File: config.mk
export PLATFORM = sky130hd
export DESIGN_NAME = minute_step_countdown_timer_core
export DESIGN_NICKNAME = d
export VERILOG_FILES = /design/src/rtl/msct_pkg.sv /design/src/rtl/minute_step_countdown_timer_core.sv
export SDC_FILE = /design/constraint.sdc
export NUM_CORES = 1
export LEC_CHECK = 0
export BUFFER_PORTS_ARGS = -buffer_cell sky130_fd_sc_hd__buf_2
export CORE_MARGIN = 2
export CORE_UTILIZATION = 45
export DETAILED_ROUTE_END_ITERATION = 8
export PLACE_DENSITY_LB_ADDON = 0.05
export SLEW_MARGIN = 20
export SYNTH_ARGS = -nofsm -noshare
export SYNTH_HDL_FRONTEND = slang
export SYNTH_SLANG_ARGS = --single-unit
File: constraint.sdc
create_clock -name clk -period 16.9 [get_ports clk]
set_input_delay 2.535 -clock clk [delete_from_list [all_inputs] [get_ports clk]]
set_output_delay 2.535 -clock clk [all_outputs]
set_load 0.01 [all_outputs]
File: src/rtl/msct_pkg.sv
// Shared types and constants for the minute-step countdown timer core.
// Depends on nothing; imported by minute_step_countdown_timer_core.
`default_nettype none

package msct_pkg;

  // Command codes carried in the request user field.
  typedef enum logic [3:0] {
    CMD_TICK    = 4'd0,
    CMD_START   = 4'd1,
    CMD_STOP    = 4'd2,
    CMD_TOGGLE  = 4'd3,
    CMD_RESTART = 4'd4,
    CMD_ADD1    = 4'd5,
    CMD_SUB1    = 4'd6,
    CMD_ADD5    = 4'd7,
    CMD_SUB5    = 4'd8
  } cmd_t;

  localparam int unsigned SECS_W = 16;
  // Whole minutes held in a 16-bit second count: at most 1092.
  localparam int unsigned MINS_W = 11;
  localparam int unsigned SECS_PER_MIN = 60;
  localparam logic [MINS_W-1:0] BIG_STEP = 11'd5;
  localparam logic [MINS_W-1:0] SMALL_STEP = 11'd1;

  // Reciprocal of 60 scaled by 2^22, rounded up; exact floor for 16-bit values.
  localparam int unsigned RECIP_SHIFT = 22;
  localparam logic [16:0] RECIP_60 = 17'd69906;

  typedef struct packed {
    logic [SECS_W-1:0] remaining;
    logic [SECS_W-1:0] preset;
    logic              running;
    logic              paused;
  } timer_state_t;

endpackage

`default_nettype wire

File: src/rtl/minute_step_countdown_timer_core.sv
// Minute-step countdown timer core: input register, command logic, result register.
// Depends on msct_pkg for command codes, widths and the state record.
//
// Each request carries one command and yields exactly one result, which shows the
// timer state after that command. A request is taken in every cycle as long as the
// result register is empty or being drained in the same cycle, so the sustained
// rate is one command per clock. An accepted request waits in the input register
// until the result register can take it, and its result is then offered from the
// result register. The
// minute commands truncate the remaining time to whole minutes with one 16x17
// reciprocal multiply, which is the longest path between the two registers. All
// stored second counts saturate at MAX_MINUTES times 60, limited to 65535.
`default_nettype none

module minute_step_countdown_timer_core #(
  parameter int unsigned MAX_MINUTES = 1023
) (
  input  wire logic        clk,
  input  wire logic        rst_n,
  // Command requests.
  input  wire logic        in_tvalid,
  output logic             in_tready,
  input  wire logic [15:0] in_tdata,  // [15:0] start_seconds
  input  wire logic [3:0]  in_tuser,  // [3:0] cmd
  // Timer results.
  output logic             out_tvalid,
  input  wire logic        out_tready,
  output logic [39:0]      out_tdata  // [15:0] remaining_seconds, [31:16] preset_seconds,
                                      // [32] is_running, [33] is_paused, [34] finished,
                                      // [39:35] zero
);
  import msct_pkg::*;

  localparam int unsigned MAX_SECS_RAW = MAX_MINUTES * SECS_PER_MIN;
  localparam logic [SECS_W-1:0] MAX_SECS =
    (MAX_SECS_RAW > 65535) ? 16'hFFFF : SECS_W'(MAX_SECS_RAW);

  // Input register.
  logic              s1_valid_r;
  cmd_t              s1_cmd_r;
  logic [SECS_W-1:0] s1_secs_r;
  logic              s1_adv;

  // Timer state.
  timer_state_t st_r;
  timer_state_t st_nxt;
  logic         done_nxt;

  // Result register.
  logic         out_valid_r;
  timer_state_t out_st_r;
  logic         out_done_r;

  // Minute arithmetic.
  logic [32:0]          mins_prod;
  logic [MINS_W-1:0]    mins;
  logic [MINS_W-1:0]    step_k;
  logic [MINS_W:0]      up_mins;
  logic [MINS_W+6:0]    up_secs;
  logic [SECS_W-1:0]    up_clamped;
  logic [MINS_W-1:0]    dn_mins;
  logic [MINS_W+5:0]    dn_secs;
  logic [SECS_W-1:0]    dn_result;
  logic [SECS_W-1:0]    start_clamped;

  // Handshake: the input stage moves on when the result register can take it.
  assign s1_adv    = s1_valid_r && (!out_valid_r || out_tready);
  assign in_tready = !s1_valid_r || s1_adv;

  always_ff @(posedge clk) begin
    if (!rst_n) begin
      s1_valid_r <= 1'b0;
    end else if (in_tready) begin
      s1_valid_r <= in_tvalid;
    end
  end

  always_ff @(posedge clk) begin
    if (in_tready && in_tvalid) begin
      s1_cmd_r  <= cmd_t'(in_tuser[3:0]);
      s1_secs_r <= in_tdata[15:0];
    end
  end

  // Truncate remaining time to whole minutes: x * ceil(2^22 / 60) >> 22.
  assign mins_prod = 33'(st_r.remaining) * 33'(RECIP_60);
  assign mins      = mins_prod[RECIP_SHIFT +: MINS_W];

  assign step_k = (s1_cmd_r == CMD_ADD5 || s1_cmd_r == CMD_SUB5) ? BIG_STEP : SMALL_STEP;

  // Step up, times 60 as 64 minus 4, then saturate.
  assign up_mins    = {1'b0, mins} + {1'b0, step_k};
  assign up_secs    = {up_mins, 6'b0} - {4'b0, up_mins, 2'b0};
  assign up_clamped = (up_secs > (MINS_W+7)'(MAX_SECS)) ? MAX_SECS : up_secs[SECS_W-1:0];

  // Step down floors at zero; the result never exceeds the current count.
  assign dn_mins   = mins - step_k;
  assign dn_secs   = {dn_mins, 6'b0} - {4'b0, dn_mins, 2'b0};
  assign dn_result = (mins >= step_k) ? dn_secs[SECS_W-1:0] : '0;

  assign start_clamped = (s1_secs_r > MAX_SECS) ? MAX_SECS : s1_secs_r;

  // Command decode and next state.
  always_comb begin
    st_nxt   = st_r;
    done_nxt = 1'b0;
    case (s1_cmd_r)
      CMD_TICK: begin
        if (st_r.running && !st_r.paused && st_r.remaining != '0) begin
          st_nxt.remaining = st_r.remaining - 1'b1;
          if (st_r.remaining == SECS_W'(1)) begin
            done_nxt       = 1'b1;
            st_nxt.running = 1'b0;
          end
        end
      end
      CMD_START: begin
        st_nxt.remaining = start_clamped;
        st_nxt.paused    = 1'b0;
        st_nxt.running   = 1'b1;
      end
      CMD_STOP: begin
        st_nxt.running = 1'b0;
      end
      CMD_TOGGLE: begin
        if (st_r.running) begin
          st_nxt.paused = !st_r.paused;
        end else if (st_r.preset != '0) begin
          st_nxt.remaining = st_r.preset;
          st_nxt.paused    = 1'b0;
          st_nxt.running   = 1'b1;
        end
      end
      CMD_RESTART: begin
        st_nxt.remaining = st_r.preset;
        st_nxt.paused    = 1'b0;
        st_nxt.running   = 1'b1;
      end
      CMD_ADD1, CMD_ADD5: begin
        st_nxt.remaining = up_clamped;
        st_nxt.preset    = up_clamped;
      end
      CMD_SUB1, CMD_SUB5: begin
        st_nxt.remaining = dn_result;
        st_nxt.preset    = dn_result;
        if (dn_result == '0) begin
          st_nxt.running = 1'b0;
        end
      end
      default: begin
        st_nxt = st_r;
      end
    endcase
  end

  // State commits when the command moves into the result register.
  always_ff @(posedge clk) begin
    if (!rst_n) begin
      st_r <= '0;
    end else if (s1_adv) begin
      st_r <= st_nxt;
    end
  end

  // Result register.
  always_ff @(posedge clk) begin
    if (!rst_n) begin
      out_valid_r <= 1'b0;
    end else if (s1_adv) begin
      out_valid_r <= 1'b1;
    end else if (out_tready) begin
      out_valid_r <= 1'b0;
    end
  end

  always_ff @(posedge clk) begin
    if (s1_adv) begin
      out_st_r   <= st_nxt;
      out_done_r <= done_nxt;
    end
  end

  assign out_tvalid = out_valid_r;
  assign out_tdata  = {5'b0, out_done_r, out_st_r.paused, out_st_r.running,
                       out_st_r.preset, out_st_r.remaining};

  // Stored counts never exceed the saturation limit.
  a_remaining_limit: assert property (@(posedge clk) disable iff (!rst_n)
    st_r.remaining <= MAX_SECS && st_r.preset <= MAX_SECS)
    else $error("timer count above saturation limit");

  // A finished result reports a stopped timer at zero.
  a_finished_state: assert property (@(posedge clk) disable iff (!rst_n)
    out_valid_r && out_done_r |-> !out_st_r.running && out_st_r.remaining == '0)
    else $error("finished flag with timer not stopped at zero");

  // A new request is taken only when the held one moves on.
  a_no_overwrite: assert property (@(posedge clk) disable iff (!rst_n)
    in_tready && s1_valid_r |-> s1_adv)
    else $error("input register overwritten");

  // State changes only when a command commits.
  a_state_hold: assert property (@(posedge clk) disable iff (!rst_n)
    !s1_adv |=> $stable(st_r))
    else $error("timer state changed without a command");

endmodule

`default_nettype wire

=== Yosys cells after proc, flatten, opt, wreduce, memory -nomap -nowiden ===
Index checks and enable logic that the tools add are counted.

* Register bits: 91
* Input port bits: 24
* Output and inout port bits: 42
* Logic and storage cells: 70

* $add $sub $neg: 5
* Multipliers: 1
* Order comparisons: 3
* Eq/ne operators: 9
* Muxes and demuxes: 20
* Reduce and logical (&&, ||, !) cells: 19

{| class="wikitable"
|+ Operators by type and width
! kind !! count
|-
| two-way mux 16 bit || 6
|-
| one-hot mux 16 bit (6 select lines) || 1
|-
| multiplier 16 x 16 -> 32 bit, second input constant || 1
|-
| one-hot mux 16 bit (2 select lines) || 1
|-
| nonzero test 16 bit || 2
|-
| greater-than comparator 18 x 16 -> 1 bit, second input constant || 1
|-
| subtractor 18 x 14 -> 18 bit || 1
|-
| == test 16 x 1 -> 1 bit, second input constant || 1
|-
| == test 4 x 3 -> 1 bit, second input constant || 4
|-
| greater-than comparator 16 bit, second input constant || 1
|-
| logical NOT 16 bit || 1
|-
| subtractor 16 x 1 -> 16 bit, second input constant || 1
|-
| subtractor 16 x 13 -> 16 bit || 1
|-
| adder 11 x 3 -> 12 bit || 1
|-
| greater-or-equal comparator 11 x 3 -> 1 bit || 1
|-
| subtractor 11 x 3 -> 11 bit || 1
|-
| == test 4 x 2 -> 1 bit, second input constant || 2
|-
| two-way mux 1 bit || 8
|-
| OR reduction 2 bit || 3
|-
| one-hot mux 1 bit (5 select lines) || 1
|-
| == test 4 x 1 -> 1 bit, second input constant || 1
|-
| == test 4 bit, second input constant || 1
|-
| logical AND 1 bit || 4
|-
| logical NOT 4 bit || 1
|-
| 7 further kinds || 11
|}

=== Depth between registers and ports, before layout ===
Gate-level depths: netlist (run 1).

* Depth after elaboration: 9
* Mapped depth: 34
* Mapped depth without buffers: 33

=== Worst setup path before layout (run 1) ===
OpenSTA, ideal clock, no wires.

* Path kind: flip-flop to flip-flop
* From: register st_r[24] (netlist bit)
* To: register out_st_r (netlist bit out_tdata[32]) (data pin)
* Setup time: 0.255 ns
* Arrival time: 7.605 ns
* Required time: 16.645 ns
* Slack: 9.040 ns
* Stages on the path, launching flop included: 35
* Buffers on the path: 1
* Clock period less this slack: 7.860 ns
* Cell sequence: dfxtp_1 ha_1 fa_1 inv_1 fa_1 inv_1 ha_1 ha_1 ha_1 nand3_1 nor2_1 o311ai_1 a31oi_1 nor2_1 xnor2_1 ha_1 clkbuf_1 inv_1 ha_1 a31oi_1 o211ai_1 xnor2_1 inv_1 ha_1 a21o_1 a21oi_1 nor2b_1 o21ai_0 o2bb2ai_1 xor2_1 and2_1 a2111oi_0 a41oi_1 a21oi_1 nor2_1

{| class="wikitable"
|+ RTL lines
! item !! line !! text
|-
| start: declaration || minute_step_countdown_timer_core.sv:45 || <nowiki>timer_state_t st_r;</nowiki>
|-
| start signal: assignment || minute_step_countdown_timer_core.sv:161 || <nowiki>st_r <= st_nxt;</nowiki>
|-
| end signal: assignment || minute_step_countdown_timer_core.sv:178 || <nowiki>out_st_r <= st_nxt;</nowiki>
|-
| end: declaration || minute_step_countdown_timer_core.sv:51 || <nowiki>timer_state_t out_st_r;</nowiki>
|}

==> qor_table.md, run 1 <==
| Step | Parameter | Value |
|:---|:---|:---|
| route | Total Wirelength | 28300 microns |
| route | Antenna viol nets, final | 0 |
| grt | Sum of overflow across all layers after global routing | 0 |
| route | DRC errors left | 0 |
| min path | Cell depth of the worst hold path | 2 |
| route | Vias | 8331 |
| grt | Number of global-route vias before repair | 7807 |
| finish | Post-route core utilization | 49.8% |
| cts | Clock-pin transition on the worst setup and hold timing paths | 0.07 ns |
| status | Outcome | complete, no violations |
| critical path | CP arrival | 9.32 ns |
| yosys | Post-synth EDFFs | 55 |
| yosys | Dominant synthesized flop cell | edfxtp_1 |
| yosys | Share of the synthesized area in the top cell type | 17.9% |
| cts | Latest clock arrival within the worst-skew pair | 0.34 ns |
| finish | Storage element area | 2370 sq um |
| floorplanning | Die Span Y | 147 microns |
| sta | Final setup violation count | 0 |
| grt | Pin count of the biggest net entering global routing | 54 |
| sta | Total count of max-transition violations in the final report | 0 |
| cts | CTS max path bufs | 2 |
| sta | Clock tree skew after final layout | 0.00483 ns |
| floorplanning | Total die area | 21600 sq um |
| finish | Antenna diode instance count | 0 |
| finish | Number of nets in the layout | 1260 |
| yosys | Top cells by area in the synthesized netlist | edfxtp_1 18%, ha_1 16%, dfxtp_1 7.8%, a21oi_1 4.7%, fa_1 4.3% |
| flow run | Max-cap violation count | 0 |
| grt | Initial antenna violation count | 0 |
| critical path | Endpoint class of the critical path | flip-flop |
| sta | Transition time of the tightest slew-check pin | 1.03 ns |
| yosys | Number of distinct library cell variants in the gate-level netlist after synthesis | 89 |
| placed design | Final weighted congestion of routability-driven global placement | 0.906 |
| cts | Cell at the root of the clock tree | clkbuf_16 |
| yosys | Cell taking the most area after synthesis | edfxtp_1 |
| yosys | Netlist area before placement | 9220 sq um |
| yosys | Gate count after technology mapping | 1052 |
| route | Average wire per cell in the routed design | 20.7 microns |
| yosys | Mean area per synthesized cell | 8.76 sq um |
| sta | Part of the cycle the worst path needs | 54.8% |
| floorplanning | FP Rows | 52 |
| route | Iteration count of the initial detailed-routing pass | 5 |
| sta | Fmax | 108 MHz |
| placed design | HPWL after DPL | 22300 microns |
| finish | Layout area overhead | 8.97% |
| finish | Filler Cells Inserted | 2008 |
| sta | Setup repair after global routing missed its margin | false |
| route | Violation count after the first detailed-routing iteration | 812 |
| finish | Most common cell after layout, fill and taps aside | ha_1 |
| critical path | Crit path kind | flip-flop to flip-flop |
| cts | Post-cts sizing count | 0 |
| finish | Fraction of final layout cells sized beyond drive strength 1 | 11.0% |
| cts | Clock sink count | 91 |
| critical path | Nature of the critical path startpoint | flip-flop |
| grt | Total global-route track usage | 26.1% |
| finish | Commonest cells after routing, fill and taps aside | 119 x ha_1, 88 x nor2_1, 87 x a21oi_1 |
| sta | Relative max-transition margin | 30.6% |
| route | Routed via count divided by cell count | 6.07 |
| cts | Number of buffers created by CTS | 9 |
| pwr | Pleak | 0.00456 uW |
| pwr | Ratio of total power to cell area | 101 nW/um^2 |
| yosys | Number of warnings reported in the yosys synthesis log | 0 |
| critical path | Critical path peak fanout | 11 |
| yosys | Total of flip-flops plus latches after synthesis | 91 |
| floorplanning | Core area | 20200 sq um |
| cts | Cts-stage hold buffer count | 0 |
| floorplanning | Initial standard-cell utilization of the core | 45.7% |
| cts | TritonCTS clock tree | built |
| yosys | Fraction of registers with async set or reset after synthesis | 0% |
| critical path | Stage delay of the slowest cell on the critical path | 0.61 ns |
| yosys | Fraction of the yosys area taken by sequential cells | 25.7% |
| floorplanning | Die outline width | 147 microns |
| cts | Number of post-CTS setup repair buffers | 0 |
| finish | Area of combinational cells with multiple inputs | 6420 sq um |
| pwr | Peak supply drop | 0.0695 mV |
| critical path | Cell seen most often among critical-path stages | ha_1 |
| floorplanning | Count of pins on the block boundary | 66 |
| sta | Final Hold Vio Count | 0 |
| sta | Time the final worst path needs with I/O delays and setup | 9.25 ns |
| placed design | Quantity of I/O buffers inserted on ports | 60 |
| critical path | Worst path required time | 16.96 ns |
| sta | Setup Total Neg Slack | 0 ns |
| critical path | Reg2reg path depth | 29 |
| cts | H-tree lvl count | 3 |
| critical path | Critical Path Slowest Stage Cell | nor4_1 |
| min path | Type of the tightest min-delay check | flip-flop to flip-flop |
| grt | Wire length of the first global-routing pass | 44200 microns |
-- state kept, by name (all words and copies together), names as in the netlist --
signal      flops
out_done_r      1
out_tdata      34
out_tvalid      1
s1_cmd_r        4
s1_secs_r      16
s1_valid_r      1
st_r           34
-- layer usage --
layer,track usage [%],wire [microns],vias up
li1,-,-,3987
met1,38.6,13300,3978
met2,40.2,12500,322
met3,5.12,2130,44
met4,4.38,427,0
met5,0,0,-
-- logic make-up (layout without fill, tap and decap cells) --
family	after synthesis	count (layout)	synth area share, %
fa+ha+maj	140	140	20.6
buf+inv	106	152	4.85
mux	10	10	1.13
flops	91	91	25.7
compound gates	313	313	23.7
xor+xnor	60	60	6.46
other cells	1	5	0.0407
simple gates	331	331	17.5
-- worst max-delay path, delay by kind of cell (launching register included) --
kind | cells | cell delay [ns]
fa+ha+maj | 8 | 3.11
compound gates | 10 | 2.66
simple gates | 6 | 1.79
xor+xnor | 3 | 0.74
flops | 1 | 0.56
buf+inv | 2 | 0.12
-- path summary, 6_finish.rpt --
check | start | to | slack (ns)
worst max-delay path | st_r[20]$_SDFFE_PN0P_ | out_tdata[12]$_DFFE_PP_ | 7.65
worst max register to register | st_r[20]$_SDFFE_PN0P_ | out_tdata[12]$_DFFE_PP_ | 7.65
worst min register to register | st_r[4]$_SDFFE_PN0P_ | st_r[4]$_SDFFE_PN0P_ | 0.52
worst min-delay path | st_r[4]$_SDFFE_PN0P_ | st_r[4]$_SDFFE_PN0P_ | 0.52
-- per-stage QoR --
| step | area [sq um] | power [uW] | instances | setup WS, ns | hold slack, ns |
|---|---|---|---|---|---|
| after floorplan | 9230 | 675 | 1056 | 9.04 | 0.459 |
| after global placement | 9740 | 802 | 1356 | 7.82 | 0.483 |
| after detailed placement | 9740 | 801 | 1356 | 7.76 | 0.495 |
| after CTS | 10000 | 1000 | 1372 | 7.75 | 0.503 |
| after global routing | 10000 | 1080 | 1372 | 7.05 | 0.524 |
| final | 10000 | 1010 | 1372 | 7.65 | 0.518 |
-- cells in the mapped netlist, drive strengths merged, types with 5 or more instances --
cell / number
or4: 7
o221ai: 5
a211oi: 8
o31ai: 8
and2: 15
and3: 14
buf: 12
nand2: 86
mux2i: 7
nor2b: 9
a41oi: 5
nand2b: 9
a21oi: 88
nor4: 15
fa: 20
nor3: 28
a31oi: 26
xor2: 13
o21a: 8
clkbuf: 26
o21ai: 70
a21o: 20
nor2: 88
nand3: 28
edfxtp: 55
xnor2: 43
a221oi: 8
o21bai: 6
a2111oi: 5
ha: 119
nand4: 9
a211o: 5
inv: 66
o311ai: 5
or3: 7
or2: 8
dfxtp: 36
-- final cells by class --
class | instances | area share (%)
clock buffers | 9 | 2.24
clock inverters | 7 | 0.735
inverters | 68 | 2.54
multi-input cells | 859 | 63.9
flip-flops and latches | 91 | 23.6
well taps | 270 | 3.36
repair buffers | 68 | 3.59
-- where the power goes --
| part | internal [uW] | switching [uW] |
|---|---|---|
| clock | 116 | 88.2 |
| sequential | 255 | 17.2 |
| combinational | 201 | 333 |
Power figures use the tool's default switching activity.
==> run 2, diff against run 1 <==
==> constraint.sdc (replaced) <==
create_clock -name clk -period 8.75 [get_ports clk]
set_input_delay 1.3125 -clock clk [delete_from_list [all_inputs] [get_ports clk]]
set_output_delay 1.3125 -clock clk [all_outputs]
set_load 0.01 [all_outputs]
==> run 2 against run 1 <==
Net effect:
- via count grew 1.6%
- first-iteration DRC count grew 0.37%
- critical path depth grew 1
- total power grew 99%
- sequential share of layout area shrank 0.68 points
- final cell count grew 2.3%
- routed wire length grew 2.7%
- flip-flop and latch count is the same
- non-clock buffer count grew 31
- clock skew grew 0.0069 ns
- critical endpoint is now out_tdata[2]$_DFFE_PP_
==> qor_table.md, run 2 (synthesized netlist as in run 1, its figures left out) <==
| Step | Parameter | Value | Delta |
|:---|:---|:---|:---|
| status | Outcome | complete, no violations |  |
| route | Violation count after the first detailed-routing iteration | 815 | +0.37% |
| sta | Fmax | 121 MHz | +12% |
| critical path | Crit. Startpoint | st_r[21]$_SDFFE_PN0P_ |  |
| floorplanning | Count of pins on the block boundary | 66 | unchanged |
| finish | Most common cell after layout, fill and taps aside | ha_1 |  |
| pwr | Fraction of power consumed by the clock network | 20.5% | +0.3 points |
| cts | Cell at the root of the clock tree | clkbuf_16 |  |
| pwr | Net switching component of the power | 851 uW | +94% |
| grt | Pin count of the biggest net entering global routing | 33 | -39% |
| cts | Clock sink count | 91 | unchanged |
| placed design | HPWL after DPL | 23200 microns | +4.3% |
| pwr | Sequential Power Share | 25.5% | -1.5 points |
| pwr | Internal power of the cells | 1160 uW | +100% |
| sta | Setup Total Neg Slack | 0 ns | unchanged |
| critical path | CP top delay family | adder cells |  |
| grt | Total global-route track usage | 26.9% | +0.77 points |
| floorplanning | Die outline width | 147 microns | unchanged |
| floorplanning | Die Span Y | 147 microns | unchanged |
| cts | Clock-pin transition on the worst setup and hold timing paths | 0.07 ns | about the same |
| sta | Final Hold Vio Count | 0 | unchanged |
| route | Total Wirelength | 29100 microns | +2.7% |
| cts | Number of buffers created by CTS | 9 | unchanged |
| route | Antenna viol nets, final | 0 | unchanged |
| route | Vias | 8464 | +1.6% |
| pwr | Switching Share | 42.2% | -1.1 points |
| critical path | Nature of the critical path startpoint | flip-flop |  |
| sta | Part of the cycle the worst path needs | 94.4% | +40 points |
| grt | Initial antenna violation count | 0 | unchanged |
| critical path | Cell seen most often among critical-path stages | ha_1 |  |
| sta | Total count of max-transition violations in the final report | 0 | unchanged |
| sta | Clock tree skew after final layout | 0.0118 ns | +0.00695 ns |
| critical path | Critical path peak fanout | 11 | unchanged |
| min path | Source of the worst hold timing path | st_r[4]$_SDFFE_PN0P_ |  |
| critical path | Stage delay of the slowest cell on the critical path | 0.58 ns | -0.03 ns |
| finish | Filler Cells Inserted | 1990 | -0.90% |
| cts | Latest clock arrival within the worst-skew pair | 0.34 ns | about the same |
| critical path | Setup slack, reg-to-reg | 0.49 ns | -7.15 ns |
| critical path | Reg2reg path depth | 30 | +3.4% |
| route | Routed via count divided by cell count | 6.03 | -0.65% |
| pwr | Total power | 2010 uW | +99% |
| route | DRC errors left | 0 | unchanged |
| min path | Endpoint, Worst Hold | st_r[4]$_SDFFE_PN0P_ |  |
| finish | Layout area overhead | 12.2% |  |
| cts | Number of post-CTS setup repair buffers | 0 | unchanged |
| critical path | Crit path kind | flip-flop to flip-flop |  |
| pwr | Part of the power in combinational logic | 53.9% | +1.1 points |
| pwr | Pleak | 0.00475 uW | +4.1% |
| critical path | Worst path required time | 8.83 ns | -8.13 ns |
| grt | Wire length of the first global-routing pass | 44800 microns | +1.2% |
| floorplanning | FP Rows | 52 | unchanged |
| placed design | Quantity of I/O buffers inserted on ports | 60 | unchanged |
| cts | CTS max path bufs | 2 | unchanged |
| placed design | Final weighted congestion of routability-driven global placement | 0.927 | +2.4% |
| min path | Type of the tightest min-delay check | flip-flop to flip-flop |  |
| finish | Fraction of final layout cells sized beyond drive strength 1 | 13.9% | +3.0 points |
| critical path | Endpoint class of the critical path | flip-flop |  |
| finish | Number of non-filler instances in the completed layout | 1403 | +2.3% |
| route | Average wire per cell in the routed design | 20.7 microns | +0.39% |
| grt | Number of global-route vias before repair | 7827 | +0.26% |
| finish | Post-route core utilization | 51.3% | +1.5 points |
| finish | Commonest cells after routing, fill and taps aside | 119 x ha_1, 87 x nor2_1, 87 x a21oi_1 |  |
| placed design | Post-placement cell count | 1387 | +2.3% |
| sta | Time the final worst path needs with I/O delays and setup | 8.26 ns | -0.997 ns |
| sta | Transition time of the tightest slew-check pin | 0.916 ns | -0.114 ns |
| min path | Cell depth of the worst hold path | 2 | unchanged |
| critical path | CP arrival | 8.33 ns | -0.99 ns |
| route | Iteration count of the initial detailed-routing pass | 5 | unchanged |
| pwr | Peak supply drop | 0.177 mV | +150% |
| finish | Antenna diode instance count | 0 | unchanged |
| pwr | Ratio of total power to cell area | 195 nW/um^2 | +94% |
| critical path | Critical Path Slowest Stage Cell | fa_1 |  |
| flow run | Max-cap violation count | 0 | unchanged |
| critical path | Capturing point of the worst reg2reg path | out_tdata[2]$_DFFE_PP_ |  |
| sta | Relative max-transition margin | 38.7% | +8.1 points |
| critical path | Count of buffer and inverter cells on the critical path | 5 | +3 |
| floorplanning | Core area | 20200 sq um | unchanged |
| cts | H-tree lvl count | 3 | unchanged |
| finish | Number of nets in the layout | 1291 | +2.5% |
| floorplanning | Total die area | 21600 sq um | unchanged |
| grt | Sum of overflow across all layers after global routing | 0 | unchanged |
| critical path | Startpoint of the lowest-slack register-to-register path | st_r[21]$_SDFFE_PN0P_ |  |
| cts | TritonCTS clock tree | built |  |
| sta | Final setup violation count | 0 | unchanged |
| floorplanning | Initial standard-cell utilization of the core | 45.7% | unchanged |
[run 2: cell count changes in the layout (fill, tap and decap cells not counted), sizes merged]
| cell | delta |
|---|---|
| buf | +31 |
| clkbuf | +3 |
| clkinv | -1 |
| clkinvlp | -1 |
| inv | -1 |
[run 2: how the worst max path moves through the flow]
| stage | end | slack [ns] | depth (start not counted) |
|---|---|---|---|
| finish | out_tdata[2]$_DFFE_PP_ | 0.49 | 30 |
| global placement | out_tdata[10]$_DFFE_PP_ | 0.43 | 28 |
| floorplan | out_tdata[32]$_DFFE_PP_ | 0.89 | 34 |
| CTS | out_tdata[9]$_DFFE_PP_ | 0.28 | 29 |
| global route | out_tdata[8]$_DFFE_PP_ | -0.009 | 30 |
| detailed placement | out_tdata[9]$_DFFE_PP_ | 0.33 | 29 |
[run 2: final cells by class]
cell class / instances / area, sq um / share of cell area [%]
well taps: 270 / 338 / 3.27
clock buffers: 12 / 268 / 2.59
inverters: 68 / 255 / 2.47
flip-flops and latches: 91 / 2370 / 22.9
repair buffers: 99 / 593 / 5.73
clock inverters: 4 / 52.6 / 0.508
multi-input cells: 859 / 6460 / 62.5
[run 2: metrics by stage]
stage	setup slack (ns)	hold slack (ns)	cell area, sq um
finish	0.493	0.499	10300
global route	-0.00859	0.516	10300
CTS	0.284	0.497	10300
detailed placement	0.334	0.488	9970
global placement	0.427	0.483	9970
floorplan	0.890	0.459	9230
[run 2: worst min-delay path, cell delays in order, from the launching register on]
cell	delay, ns
dfxtp_1	0.34
nand2_1	0.06
a21oi_1	0.05
[run 2: power by group through the flow]
stage	sequential [uW]	combinational (uW)	clock (uW)
6_report	515	1090	414
5_1_grt	518	1190	437
4_1_cts	514	1070	418
3_5_place_dp	523	1060	0
3_3_place_gp	523	1060	0
2_1_floorplan	527	776	0
[run 2: timing repair]
action,CTS,global route
hold buffers,0,0
resized for setup,0,10
endpoints found under the setup margin,0,50
[run 2: metal layers]
metal	share of wire, %	GRT usage [%]	vias to the layer above
met1	45	38.5	4011
met3	9.3	7.27	50
met2	43	40.3	360
met5	0	0	-
met4	2.3	6.54	0
li1	-	-	4043
==> run 3, diff against run 2 <==
--- a/config.mk
+++ b/config.mk
@@ -6,8 +6,11 @@
 export NUM_CORES = 1
 export LEC_CHECK = 0
 export BUFFER_PORTS_ARGS = -buffer_cell sky130_fd_sc_hd__buf_2
+export CELL_PAD_IN_SITES_DETAIL_PLACEMENT = 1
+export CELL_PAD_IN_SITES_GLOBAL_PLACEMENT = 1
 export CORE_MARGIN = 2
 export CORE_UTILIZATION = 45
+export CTS_BUF_LIST = sky130_fd_sc_hd__clkbuf_2
 export DETAILED_ROUTE_END_ITERATION = 8
 export PLACE_DENSITY_LB_ADDON = 0.05
 export SLEW_MARGIN = 20
==> run 3 against run 2 <==
Net effect:
- global-route usage increased by 1.7 points
- flip-flop and latch count did not move
- count of clock-buffer cells in the layout shrank 3
- worst hold slack gained 0.031 ns
- die area stayed put
- register-to-register slack gained 0.03 ns
- utilization decreased by 0.56 points
- clock power decreased by 52%
- sequential share of layout area rose by 0.24 points
- worst setup slack better by 0.028 ns
- critical path type unchanged
- largest power group unchanged
==> qor_table.md, run 3 (synthesized netlist as in run 1, its figures left out) <==
| Step | Parameter | Value | Delta |
|:---|:---|:---|:---|
| critical path | Worst path required time | 9.12 ns | +0.29 ns |
| critical path | Cell seen most often among critical-path stages | ha_1 |  |
| pwr | Peak supply drop | 0.165 mV | -6.6% |
| finish | Fraction of final layout cells sized beyond drive strength 1 | 15.0% | +1.1 points |
| pwr | Ratio of total power to cell area | 179 nW/um^2 | -8.2% |
| flow run | Max-cap violation count | 0 | unchanged |
| min path | Type of the tightest min-delay check | flip-flop to flip-flop |  |
| finish | Commonest cells after routing, fill and taps aside | 119 x ha_1, 87 x nor2_1, 87 x a21oi_1 |  |
| grt | Number of global-route vias before repair | 8557 | +9.3% |
| pwr | Sequential Power Share | 28.1% | +2.6 points |
| sta | Final Hold Vio Count | 0 | unchanged |
| pwr | Net switching component of the power | 865 uW | +1.7% |
| cts | Number of buffers created by CTS | 9 | unchanged |
| cts | Clock-pin transition on the worst setup and hold timing paths | 0.26 ns | +0.19 ns |
| sta | Final setup violation count | 0 | unchanged |
| floorplanning | Die outline width | 147 microns | unchanged |
| route | DRC errors left | 0 | unchanged |
| cts | Cts-stage hold buffer count | 0 | unchanged |
| floorplanning | Count of pins on the block boundary | 66 | unchanged |
| floorplanning | Die Span Y | 147 microns | unchanged |
| critical path | Stage delay of the slowest cell on the critical path | 0.59 ns | about the same |
| sta | Clock tree skew after final layout | 0.0351 ns | +0.0234 ns |
| critical path | Endpoint class of the critical path | flip-flop |  |
| pwr | Internal power of the cells | 965 uW | -17% |
| critical path | CP top delay family | adder cells |  |
| cts | TritonCTS clock tree | built |  |
| cts | Clock sink count | 91 | unchanged |
| critical path | Nature of the critical path startpoint | flip-flop |  |
| grt | Initial antenna violation count | 0 | unchanged |
| floorplanning | FP Rows | 52 | unchanged |
| sta | Part of the cycle the worst path needs | 94.1% | -0.32 points |
| route | Antenna viol nets, final | 0 | unchanged |
| grt | Total global-route track usage | 28.5% | +1.7 points |
| finish | Most common cell after layout, fill and taps aside | ha_1 |  |
| floorplanning | Initial standard-cell utilization of the core | 45.7% | unchanged |
| grt | Sum of overflow across all layers after global routing | 0 | unchanged |
| pwr | Part of the power in combinational logic | 61.1% | +7.2 points |
| pwr | Pleak | 0.00471 uW | -0.91% |
| pwr | Fraction of power consumed by the clock network | 10.8% | -9.7 points |
| pwr | Switching Share | 47.3% | +5.0 points |
| sta | Time the final worst path needs with I/O delays and setup | 8.23 ns | -0.0276 ns |
| route | Vias | 8545 | +0.96% |
| cts | Latest clock arrival within the worst-skew pair | 0.60 ns | +0.26 ns |
| route | Iteration count of the initial detailed-routing pass | 5 | unchanged |
| critical path | Crit path kind | flip-flop to flip-flop |  |
| placed design | Final weighted congestion of routability-driven global placement | 0.881 | -5.0% |
| critical path | CP arrival | 8.60 ns | +0.27 ns |
| sta | Fmax | 122 MHz | +0.34% |
| placed design | Worst setup timing slack at the placement stage | -0.0879 ns | -0.422 ns |
| sta | Total count of max-transition violations in the final report | 0 | unchanged |
| grt | Pin count of the biggest net entering global routing | 54 | +64% |
| sta | Least setup slack across all paths after layout | 0.521 ns | +0.0276 ns |
| sta | Transition time of the tightest slew-check pin | 1.01 ns | +0.0922 ns |
| sta | Setup Total Neg Slack | 0 ns | unchanged |
| cts | Cell at the root of the clock tree | clkbuf_2 |  |
| finish | Filler Cells Inserted | 2423 | +22% |
| floorplanning | Core area | 20200 sq um | unchanged |
| sta | Relative max-transition margin | 32.8% | -5.9 points |
| route | Violation count after the first detailed-routing iteration | 598 | -27% |
| finish | Antenna diode instance count | 0 | unchanged |
| status | Outcome | complete, no violations |  |
| floorplanning | Total die area | 21600 sq um | unchanged |
| grt | Wire length of the first global-routing pass | 48100 microns | +7.5% |
| critical path | Critical path peak fanout | 8 | -3 |
| cts | CTS max path bufs | 2 | unchanged |
| route | Average wire per cell in the routed design | 21.9 microns | +5.5% |
| finish | Layout area overhead | 11.0% |  |
| cts | H-tree lvl count | 3 | unchanged |
| critical path | Count of buffer and inverter cells on the critical path | 3 | -2 |
| pwr | Total power | 1830 uW | -9.2% |
| placed design | Quantity of I/O buffers inserted on ports | 60 | unchanged |
| critical path | Critical Path Slowest Stage Cell | fa_1 |  |
| route | Total Wirelength | 30900 microns | +6.2% |
| finish | Number of nets in the layout | 1301 | +0.77% |
| route | Routed via count divided by cell count | 6.05 | +0.24% |
| placed design | HPWL after DPL | 25100 microns | +7.8% |
==> run 3: timing repair <==
action,4_1_cts,5_1_grt
endpoints found under the setup margin,1,55
buffers inserted,0,1
cloned,0,0
pin swaps,0,3
gates resized for setup,1,17
==> run 3: path summary, 6_finish.rpt <==
| check | startpoint | to | slack (ns) | cells past startpoint |
|---|---|---|---|---|
| setup / recovery | st_r[21]$_SDFFE_PN0P_ | out_tdata[2]$_DFFE_PP_ | 0.52 | 30 |
| hold reg to reg | st_r[10]$_SDFFE_PN0P_ | st_r[10]$_SDFFE_PN0P_ | 0.53 | 2 |
| hold / removal | st_r[10]$_SDFFE_PN0P_ | st_r[10]$_SDFFE_PN0P_ | 0.53 | 2 |
| setup reg to reg | st_r[21]$_SDFFE_PN0P_ | out_tdata[2]$_DFFE_PP_ | 0.52 | 30 |
==> run 3: final cells by class <==
class	count	area (sq um)	share of cell area (%)
Clock buffer	9	45.0	0.440
Clock inverter	7	51.3	0.501
Inverter	68	255	2.50
Multi-Input combinational cell	859	6500	63.5
Sequential cell	91	2370	23.2
Tap cell	270	338	3.30
Timing Repair Buffer	109	668	6.53
==> run 3: routing by layer <==
metal / wire length (microns) / track usage [%] / vias to the layer above
met5: 0 / 0 / -
met4: 613 / 6.59 / 0
met3: 1900 / 5.50 / 41
met2: 14300 / 46.3 / 234
met1: 14100 / 39.6 / 4205
li1: - / - / 4065
==> run 3: power groups by stage <==
stage	clock network, uW	logic, uW	registers, uW
3_3_place_gp	0	1060	523
6_report	198	1120	514
4_1_cts	201	1080	514
2_1_floorplan	0	776	527
3_5_place_dp	0	1070	523
5_1_grt	220	1220	518
==> run 3: stage by stage <==
stage               hold WS (ns)  instances  cell area [sq um]  util [%]
floorplan                  0.459       1056               9230         -
detailed placement         0.497       1396              10000      49.8
finish                     0.530       1413              10200      50.7
CTS                        0.528       1412              10100      50.2
global route               0.545       1413              10200      50.7
global placement           0.489       1396              10000      49.8
==> run 3: tightest hold or removal path: cells and delay by family, from the launching register on <==
kind             cells  cell delay, ns
flip-flops           1            0.40
AO/OA/AOI/OAI        1            0.05
AND/OR/NAND/NOR      1            0.07
